===== config.mk =====
export PLATFORM = sky130hd
export DESIGN_NAME = cau_clamp
export DESIGN_NICKNAME = d
export VERILOG_FILES = /design/src/sv/cau_pkg.sv /design/src/sv/cau_clamp.sv
export SDC_FILE = /design/constraint.sdc
export NUM_CORES = 1
export LEC_CHECK = 0
export BUFFER_PORTS_ARGS = -buffer_cell sky130_fd_sc_hd__buf_4
export CAP_MARGIN = 20
export CORE_MARGIN = 2
export CORE_UTILIZATION = 49
export DETAILED_ROUTE_END_ITERATION = 8
export GPL_ROUTABILITY_DRIVEN = 0
export GPL_TIMING_DRIVEN = 0
export PLACE_DENSITY_LB_ADDON = 0.05
export SYNTH_ARGS = -nofsm -noshare
export SYNTH_HDL_FRONTEND = slang
export SYNTH_SLANG_ARGS = --single-unit

===== constraint.sdc =====
create_clock -name i_clk -period 4.7 [get_ports i_clk]
set_input_delay 0.235 -clock i_clk [delete_from_list [all_inputs] [get_ports i_clk]]
set_output_delay 0.235 -clock i_clk [all_outputs]
set_load 0.01 [all_outputs]

===== src/sv/cau_pkg.sv =====
// ----------------------------------------------------------------------------
// cau_pkg: shared types and constants of the complex arithmetic unit
// Operation codes, widths and the stage-to-stage record.
// ----------------------------------------------------------------------------
package cau_pkg;

    localparam int OpW   = 16;
    localparam int PrdW  = 2 * OpW + 1;     // sum of two products
    localparam int DenW  = 2 * OpW + 1;
    localparam int OutW  = 40;
    localparam int FracN = 16;
    localparam int QW    = 2 * OpW + 2;     // integer quotient bits
    localparam int DivN  = QW + FracN;      // quotient bits produced

    typedef enum logic [1:0] {
        OP_ADD = 2'd0,
        OP_SUB = 2'd1,
        OP_MUL = 2'd2,
        OP_DIV = 2'd3
    } t_op;

    // sign and magnitude of both result parts, with divisor and flags, before clamp
    typedef struct packed {
        logic            vld;
        logic            dz;
        logic            is_div;
        logic            nre;
        logic            nim;
        logic [PrdW-1:0] mre;
        logic [PrdW-1:0] mim;
        logic [DenW-1:0] den;
    } t_front;

endpackage


===== src/sv/cau_clamp.sv =====
// ----------------------------------------------------------------------------
// cau_clamp: result selection and saturation
// Picks sum, quotient or zero magnitude, clamps to 40 bits, registers results.
// ----------------------------------------------------------------------------
module cau_clamp import cau_pkg::*; (
    input  logic                   i_clk,
    input  logic                   i_rst_n,
    input  t_front                 i_front,
    input  logic [DivN-1:0]        i_qre,
    input  logic [DivN-1:0]        i_qim,
    output logic                   o_vld,
    output logic signed [OutW-1:0] o_re,
    output logic signed [OutW-1:0] o_im,
    output logic                   o_dz,
    output logic                   o_sat
);
    localparam int MW = (DivN > PrdW) ? DivN : PrdW;
    localparam logic [MW-1:0] PosLim = MW'((64'd1 << (OutW - 1)) - 64'd1);
    localparam logic [MW-1:0] NegLim = MW'(64'd1 << (OutW - 1));

    logic [MW-1:0]   s_mr, s_mi;
    logic            s_sr, s_si;
    logic [OutW-1:0] s_re, s_im;
    logic            r_vld, r_dz, r_sat;
    logic [OutW-1:0] r_re, r_im;

    function automatic logic [OutW-1:0] clamp(input logic neg, input logic [MW-1:0] mag,
                                              output logic sat);
        logic [MW-1:0] m;
        m   = mag;
        sat = 1'b0;
        if (!neg && mag > PosLim) begin
            m   = PosLim;
            sat = 1'b1;
        end else if (neg && mag > NegLim) begin
            m   = NegLim;
            sat = 1'b1;
        end
        clamp = neg ? OutW'(-m) : OutW'(m);
    endfunction

    always_comb begin
        if (i_front.dz) begin
            s_mr = '0;
            s_mi = '0;
        end else if (i_front.is_div) begin
            s_mr = MW'(i_qre);
            s_mi = MW'(i_qim);
        end else begin
            s_mr = MW'(i_front.mre);
            s_mi = MW'(i_front.mim);
        end
        s_re = clamp(i_front.nre, s_mr, s_sr);
        s_im = clamp(i_front.nim, s_mi, s_si);
    end

    always_ff @(posedge i_clk) begin
        if (!i_rst_n) begin
            r_vld <= 1'b0;
        end else begin
            r_vld <= i_front.vld;
        end
        r_re  <= s_re;
        r_im  <= s_im;
        r_dz  <= i_front.dz;
        r_sat <= s_sr | s_si;
    end

    assign o_vld = r_vld;
    assign o_re  = r_re;
    assign o_im  = r_im;
    assign o_dz  = r_dz;
    assign o_sat = r_sat;
endmodule


==> qor.csv <==
metric;value;unit
syn_inst;941;
slew_headroom;0.280;
cts_setup_buffers;0;
fp.dieH;122;um
layout_common_cells;buf_4, nor2_1, dfxtp_1, o21ai_0, a21oi_1;
antenna_found_initial;0;
start_util;0.499;
grt_max_degree;15;
coreArea;13800;um^2
vdd_ir_drop_max;0.157;mV
ys_seq_elements;83;
timing.fmax;212;MHz
die-area;15000;um^2
postRouteAntennaNets;0;
die_width;122;um
finalSetupViolCount;1;
violations;design-rule violations, negative setup slack;
leakagePower;0.00394;uW
drt-wirelength-per-cell;24.4;um
syn-num-nets;1149;
crit_path_start_kind;input pin;
setup_slack;-0.00846;ns
num-fill-cells;1246;
vias_per_cell;7.06;
yosys_warnings;0;
async_reset_ff_frac;0;
crit_type;input pin to register;
post-route-period-util;1.00;
fin_setup_tns;-0.00846;ns
clock-root-buffer;clkbuf_16;
rows;43;
syn_area;6870;um^2
finalMaxSlewViolations;0;
clock-sinks;83;
htreeDepth;3;
clock_path_buffers;2;
ioPinCount;289;
drt_iter0_drc;2044;
dp_hpwl;25.9;mm
synth_cell_types;78;
io_buffers;253;
critPathMaxFanout;10;
worstPathArrival;4.97;ns
grt_overflow;0;
path_clk_slew;0.07;ns
first_pass_iters;9;
drc;8;
end_kind;register;
areaGrowthSynthToFinish;36.9;%
placedInstanceArea;8990;um^2
wl;34.0;mm
tightest_slew;1.07;ns
hp-class;input pin to register;
diodes;0;
fin_crit;4.71;ns
fin_area;9410;um^2
cp_data_required_time;4.96;ns
vias;9822;
maxCapViolCount;0;
finalNonFillerCells;1391;
p_per_area;271;nW/um^2
grt_pass1_wl;50.1;mm
finalHoldViolCount;0;
cts_tree;built;
placed_cells;1374;
nets;1414;
rsz0062_at_grt;false;
first_global_vias;9102;
layout_commonest_cell;buf_4;
layout-drive-gt1-share;0.266;
status;finished with violations;
syn_avg_cell_area;7.30;um^2
multi_input_area;4950;um^2
synth_edf_count;0;
cts_inserted_buffers;9;
regArea;1660;um^2
grt_use_total;0.441;
yosysSeqAreaShare;0.242;
ys.flop_type;dfxtp_1;
Yosys cell counts, drive strengths merged, types with 6 or more instances:
cell type,count,area share
a211oi,16,0.017
a21o,6,0.0066
a21oi,68,0.051
a22oi,13,0.014
a31oi,18,0.016
and2,10,0.0091
and3,8,0.0073
buf,17,0.012
clkbuf,40,0.022
dfxtp,83,0.24
inv,15,0.0082
mux2,15,0.025
mux2i,56,0.082
nand2,65,0.036
nand2b,6,0.0055
nand3,36,0.027
nand4,19,0.017
nor2,115,0.063
nor2b,9,0.0082
nor3,39,0.028
nor3b,8,0.0087
nor4,35,0.032
o211ai,7,0.0077
o21a,8,0.0087
o21ai,70,0.051
o31ai,10,0.011
or2,9,0.0082
or3,10,0.0091
or4,10,0.012
xnor2,14,0.018
xor2,12,0.015
routing by layer:
layer,global-route usage,share of wire
met2,0.607,0.38
met3,0.160,0.18
met5,0,0
met4,0.276,0.072
met1,0.578,0.36
worst max-delay path: stages:
cell and delay, ns:
buf_4 0.12, clkbuf_1 0.26, nor2b_1 0.17, clkbuf_1 0.56, o2111ai_1 0.21, nor4_1 0.71, a31o_2 0.50, clkbuf_1 0.57
a21oi_1 0.19, ha_1 0.29, o211ai_1 0.34, o21bai_1 0.35, o22ai_1 0.20, a22oi_1 0.26
kinds of logic after synthesis:
logic type	count (synthesis)	synth area share
simple gates	393	0.289
compound gates	292	0.282
flops	83	0.242
buf+inv	74	0.0434
mux	71	0.106
xor+xnor	26	0.0332
fa+ha+maj	2	0.00364
through the flow:
step	hold slack [ns]	setup WS (ns)	total power, uW	utilization
finish	0.0875	-0.00846	2550	0.683
global route	0.107	0.00924	2620	0.683
CTS	0.0930	0.00436	2500	0.681
detailed placement	0.362	-1.65	1690	0.653
global placement	0.362	-1.77	1690	0.653
floorplan	0.263	0.380	1250	-
area by class of cell:
class / count / share of cell area
tap: 180 / 0.0239
multi-input combinational: 784 / 0.526
inverter: 17 / 0.00678
buffer: 56 / 0.0263
clock buffer: 11 / 0.0269
sequential: 83 / 0.177
clock inverter: 5 / 0.00878
timing repair buffer: 255 / 0.204
timing repair:
item	4_1_cts	5_1_grt
hold endpoints to repair	1	0
pin swaps	0	1
gates resized for setup	9	10
setup endpoints to repair	37	24
hold buffers	1	0
sequential cells by signal (all words and copies together), names as in the netlist:
name / count
o_im: 40
o_re: 40
o_dz: 1
o_sat: 1
o_vld: 1
power by group:
part	internal, uW	switching [uW]	leakage, uW
combinational	385	539	0.00307
clock	497	316	0.000166
sequential	790	23.2	0.000699
total	1670	878	0.00394
worst paths after layout:
check                         from  endpoint  slack, ns  depth (start not counted)
worst min-delay path  i_front[103]     o_vld       0.09                          2
worst max-delay path  i_front[102]  o_re[32]     -0.008                         14
Note: power is estimated with default switching activity, not from simulation.
