### src/sv/cau_pkg.sv
// ----------------------------------------------------------------------------
// cau_pkg: shared types and constants of the complex arithmetic unit
// Operation codes, widths and the stage-to-stage record.
// ----------------------------------------------------------------------------
package cau_pkg;

    localparam int OpW   = 16;
    localparam int PrdW  = 2 * OpW + 1;     // sum of two products
    localparam int DenW  = 2 * OpW + 1;
    localparam int OutW  = 40;
    localparam int FracN = 16;
    localparam int QW    = 2 * OpW + 2;     // integer quotient bits
    localparam int DivN  = QW + FracN;      // quotient bits produced

    typedef enum logic [1:0] {
        OP_ADD = 2'd0,
        OP_SUB = 2'd1,
        OP_MUL = 2'd2,
        OP_DIV = 2'd3
    } t_op;

    // sign and magnitude of both result parts, with divisor and flags, before clamp
    typedef struct packed {
        logic            vld;
        logic            dz;
        logic            is_div;
        logic            nre;
        logic            nim;
        logic [PrdW-1:0] mre;
        logic [PrdW-1:0] mim;
        logic [DenW-1:0] den;
    } t_front;

endpackage

### src/sv/cau_front.sv
// ----------------------------------------------------------------------------
// cau_front: operand products and sums
// Two stages: six signed products, then sums as sign and magnitude.
// ----------------------------------------------------------------------------
module cau_front import cau_pkg::*; (
    input  logic                  i_clk,
    input  logic                  i_rst_n,
    input  logic                  i_vld,
    input  logic [1:0]            i_kind,
    input  logic signed [OpW-1:0] i_a_re,
    input  logic signed [OpW-1:0] i_a_im,
    input  logic signed [OpW-1:0] i_b_re,
    input  logic signed [OpW-1:0] i_b_im,
    output t_front                o_front
);
    logic                  r_v1;
    t_op                   r_op1;
    logic signed [2*OpW-1:0] r_p0, r_p1, r_p2, r_p3, r_bb0, r_bb1;
    logic signed [OpW-1:0] r_ar, r_ai, r_br, r_bi;
    t_front                r_f, n_f;
    logic signed [PrdW:0]  s_re, s_im;

    always_ff @(posedge i_clk) begin
        if (!i_rst_n) begin
            r_v1 <= 1'b0;
        end else begin
            r_v1 <= i_vld;
        end
        r_op1 <= t_op'(i_kind);
        r_ar  <= i_a_re;
        r_ai  <= i_a_im;
        r_br  <= i_b_re;
        r_bi  <= i_b_im;
        r_p0  <= i_a_re * i_b_re;
        r_p1  <= i_a_im * i_b_im;
        r_p2  <= i_a_re * i_b_im;
        r_p3  <= i_a_im * i_b_re;
        r_bb0 <= i_b_re * i_b_re;
        r_bb1 <= i_b_im * i_b_im;
    end

    always_comb begin
        s_re = '0;
        s_im = '0;
        case (r_op1)
            OP_ADD: begin
                s_re = (PrdW+1)'(r_ar) * 256 + (PrdW+1)'(r_br) * 256;
                s_im = (PrdW+1)'(r_ai) * 256 + (PrdW+1)'(r_bi) * 256;
            end
            OP_SUB: begin
                s_re = (PrdW+1)'(r_ar) * 256 - (PrdW+1)'(r_br) * 256;
                s_im = (PrdW+1)'(r_ai) * 256 - (PrdW+1)'(r_bi) * 256;
            end
            OP_MUL: begin
                s_re = (PrdW+1)'(r_p0) - (PrdW+1)'(r_p1);
                s_im = (PrdW+1)'(r_p2) + (PrdW+1)'(r_p3);
            end
            default: begin
                s_re = (PrdW+1)'(r_p0) + (PrdW+1)'(r_p1);
                s_im = (PrdW+1)'(r_p3) - (PrdW+1)'(r_p2);
            end
        endcase
        n_f        = '0;
        n_f.vld    = r_v1;
        n_f.is_div = (r_op1 == OP_DIV);
        n_f.den    = DenW'($unsigned(r_bb0)) + DenW'($unsigned(r_bb1));
        n_f.dz     = n_f.is_div && (n_f.den == '0);
        n_f.nre    = s_re[PrdW];
        n_f.nim    = s_im[PrdW];
        n_f.mre    = s_re[PrdW] ? PrdW'(-s_re) : PrdW'(s_re);
        n_f.mim    = s_im[PrdW] ? PrdW'(-s_im) : PrdW'(s_im);
    end

    always_ff @(posedge i_clk) begin
        if (!i_rst_n) begin
            r_f.vld <= 1'b0;
        end else begin
            r_f.vld <= n_f.vld;
        end
        r_f.dz     <= n_f.dz;
        r_f.is_div <= n_f.is_div;
        r_f.nre    <= n_f.nre;
        r_f.nim    <= n_f.nim;
        r_f.mre    <= n_f.mre;
        r_f.mim    <= n_f.mim;
        r_f.den    <= n_f.den;
    end

    assign o_front = r_f;
endmodule

### config.mk
export PLATFORM = sky130hd
export DESIGN_NAME = cau_front
export DESIGN_NICKNAME = d
export VERILOG_FILES = /design/src/sv/cau_pkg.sv /design/src/sv/cau_front.sv
export SDC_FILE = /design/constraint.sdc
export NUM_CORES = 2
export LEC_CHECK = 0
export BUFFER_PORTS_ARGS = -buffer_cell sky130_fd_sc_hd__buf_2
export CAP_MARGIN = 10
export CORE_MARGIN = 1
export CORE_UTILIZATION = 40
export CTS_CLUSTER_DIAMETER = 150
export DETAILED_ROUTE_END_ITERATION = 8
export PLACE_DENSITY = 0.54
export SYNTH_ARGS = -nofsm -noshare
export SYNTH_HDL_FRONTEND = slang
export SYNTH_SLANG_ARGS = --single-unit
### constraint.sdc
create_clock -name i_clk -period 9.5 [get_ports i_clk]
set_clock_uncertainty 0.1 [all_clocks]
set_input_delay 1.9 -clock i_clk [delete_from_list [all_inputs] [get_ports i_clk]]
set_output_delay 1.9 -clock i_clk [all_outputs]
set_load 0.01 [all_outputs]
==> impl_metrics.env <==
export IMPL_antenna_found_initial=35
export IMPL_dieArea_um2=191000
export IMPL_cts_setup_buffers=0
export IMPL_numPlacedInstances=10800
export IMPL_first_global_vias=59700
export IMPL_timing_rr_end="o_front[56]"
export IMPL_finalNonFillerCells=10900
export IMPL_finalWeightedCongestion=0.921
export IMPL_critPathLaunchType="input port"
export IMPL_critical_path_class="in2reg"
export IMPL_synth_avg_cell_area_um2=9.02
export IMPL_vias_per_cell=5.16
export IMPL_area_growth_synth_to_final_pct=7.28
export IMPL_final_common_cell="inv_1"
export IMPL_cap_violations=0
export IMPL_num_rows=159
export IMPL_grt_max_degree=64
export IMPL_io_buffers=172
export IMPL_rrSetupSlack_ns=2.67
export IMPL_drv_slew=0
export IMPL_crit_arrival_ns=9.02
export IMPL_nets=10700
export IMPL_route_detailed_drc=96
export IMPL_via_count=56500
export IMPL_wl_per_cell_um=20.0
export IMPL_clk_pin_slew_worst_paths_ns=0.06
export IMPL_cts_tree="done"
export IMPL_ff2ff_path_depth=20
export IMPL_cts_sinks=359
export IMPL_holdPathStages=1
export IMPL_pin_count=173
export IMPL_final_hold_viol_count=0
export IMPL_ctsHoldBuffers=0
export IMPL_ys_top_cells_by_area="fa_1 40%, ha_1 11%, dfxtp_1 9.5%"
export IMPL_synthDistinctLibCells=97
export IMPL_synth_area_um2=75600
export IMPL_postSynthCellCount=8383
export IMPL_hpwl_mm=182
export IMPL_grt_pass1_wl_mm=344
export IMPL_yosysTopAreaCellShare_pct=40.2
export IMPL_initial_core_util_pct=40.3
export IMPL_cts_buffers=47
export IMPL_drt_total_wl_mm=219
export IMPL_grt_overflow_total=0
export IMPL_cts_max_level=2
export IMPL_syn_nets=10700
export IMPL_tns_ns=0
export IMPL_final_cell_mix="1,883 x inv_1, 1,520 x fa_1, 811 x nand2_1"
export IMPL_root_buffer="clkbuf_16"
export IMPL_final_fill_count=18600
export IMPL_first_pass_iters=7
export IMPL_hold_ws_ns=0.336
export IMPL_drtIter0Drc=3754
export IMPL_seq_area_frac_synth_pct=9.50
export IMPL_r2r_start="r_op1[0]"
export IMPL_slew_limit_headroom_pct=21.0
export IMPL_synth_flop_cell="dfxtp_1"
export IMPL_grt_use_total_pct=23.4
export IMPL_min_path_type="reg2reg"
export IMPL_post_route_period_util_pct=90.1
export IMPL_synth_edf_count=0
export IMPL_status="finished, violations left"
export IMPL_ctsResizeCount=0
export IMPL_worst_pin_slew_ns=1.19
export IMPL_drive_above_1_share_pct=5.40
export IMPL_critPathCaptureType="flip-flop"
export IMPL_period_minus_slack_ns=8.56
export IMPL_hold_start="r_v1"
export IMPL_yosys_warnings=0
export IMPL_clk_latency_ns=0.67
export IMPL_ys_seq_elements=359
export IMPL_async_reset_ff_share_pct=0
export IMPL_cp_data_required_time_ns=9.97
export IMPL_rsz0062_at_grt="false"
export IMPL_violations="design-rule violations"
export IMPL_ant_nets=0
export IMPL_worstPathMaxFanout=29
export IMPL_coreArea_um2=188000
export IMPL_yosys_area_top_type="fa_1"
export IMPL_setup_viol=0
export IMPL_min_to="o_front[103]"
export IMPL_die_h_um=437
export IMPL_max_freq_mhz=117
export IMPL_clock_path_buffers=3
export IMPL_die_width_um=437
==> sequential cells by signal, summed over array words and instances, names as in the netlist, 30 cells and up <==
signal   cells
r_bb1       30
r_p2        32
r_p1        32
o_front    104
r_p3        32
r_bb0       30
r_p0        32
==> worst max path at each step <==
stage | startpoint | end | slack [ns] | cells after the start
floorplan | i_b_re[1] | r_p0[31] | 1.33 | 27
global placement | i_b_re[4] | r_bb0[31] | 0.53 | 23
detailed placement | i_b_re[4] | r_bb0[31] | 0.48 | 23
CTS | i_b_re[4] | r_bb0[31] | 1.11 | 23
global route | i_b_re[2] | r_bb0[31] | 0.67 | 23
finish | i_b_re[4] | r_bb0[31] | 0.94 | 23
==> cells by family (layout without fill, tap and decap cells) <==
kind of cell,count (synthesis),in the layout,share of synthesized area [%]
xor gates and xnor gates,433,433,5.01
DFF,359,359,9.50
other,0,12,0
adders and majority gates,2200,2200,51.5
muxes,26,26,0.349
and+or+nand+nor,2189,2189,14.3
buffers and inverters,2219,2276,11.0
AOI/OAI and AO/OA,957,957,8.32
==> cell usage after synthesis, types with 8 or more instances <==
library cell	instances
buf_2	9
fa_1	1520
a211oi_1	38
o21a_1	44
nand2_1	811
o41ai_1	11
and2_1	553
and3_1	38
a21oi_1	269
or3_1	29
nor3_1	74
o211ai_1	17
a31o_2	18
o2111ai_1	11
o211a_1	8
or4_1	19
ha_1	680
xnor2_1	299
nand3_1	67
nand4_1	19
o221ai_1	8
a21o_1	108
and4_1	9
nor4_1	28
o21ai_0	186
inv_1	1885
nand3b_1	8
nor2_1	355
buf_1	21
a31oi_1	48
a211o_1	17
nor2b_1	41
clkbuf_1	298
mux2i_1	23
o21bai_1	34
nor3b_1	13
o31a_1	9
xor2_1	134
nand2b_1	78
or2_2	18
dfxtp_1	359
o31ai_1	30
==> cell type report <==
class                           instances  area (um^2)  area share, %
Antenna cell                           12         30.0         0.0370
Clock buffer                           59         1300           1.60
Clock inverter                         29          317          0.390
Inverter                             1889         7090           8.74
Multi-Input combinational cell       5805        60100           74.1
Sequential cell                       359         7190           8.86
Tap cell                             2495         3120           3.85
Timing Repair Buffer                  299         1990           2.45
==> worst max-delay path: stages <==
cell	delay, ns
buf_2	0.72
buf_4	0.37
nand2_1	0.10
fa_1	0.55
fa_1	0.44
fa_1	0.52
inv_1	0.06
fa_1	0.48
fa_1	0.49
inv_1	0.05
fa_1	0.50
inv_1	0.05
ha_1	0.34
nor2b_1	0.16
o21ai_0	0.14
o21ai_0	0.14
or4_1	0.48
a41oi_1	0.51
nand2b_1	0.20
a311oi_1	0.18
a211o_1	0.30
a21oi_1	0.17
xor2_1	0.16
==> routing by layer <==
metal | up-vias | global-route usage, % | wire, um
met5 | - | 0 | 43
met4 | 6 | 6.63 | 6540
met1 | 29100 | 32.3 | 96800
met3 | 273 | 2.05 | 11200
li1 | 25600 | - | -
met2 | 1480 | 39.1 | 104000
==> metrics by stage <==
| stage | worst slack [ns] | utilization (%) | instance area [um^2] |
|---|---|---|---|
| 2_1_floorplan | 1.33 | - | 75600 |
| 4_1_cts | 1.11 | 43.2 | 81100 |
| 5_1_grt | 0.667 | 43.2 | 81100 |
| 3_5_place_dp | 0.481 | 42.3 | 79500 |
| 6_report | 0.943 | 43.2 | 81100 |
| 3_3_place_gp | 0.530 | 42.3 | 79500 |
Power is not shown: default switching activity piles up to over one toggle a cycle in this logic, so the estimate is an artifact.
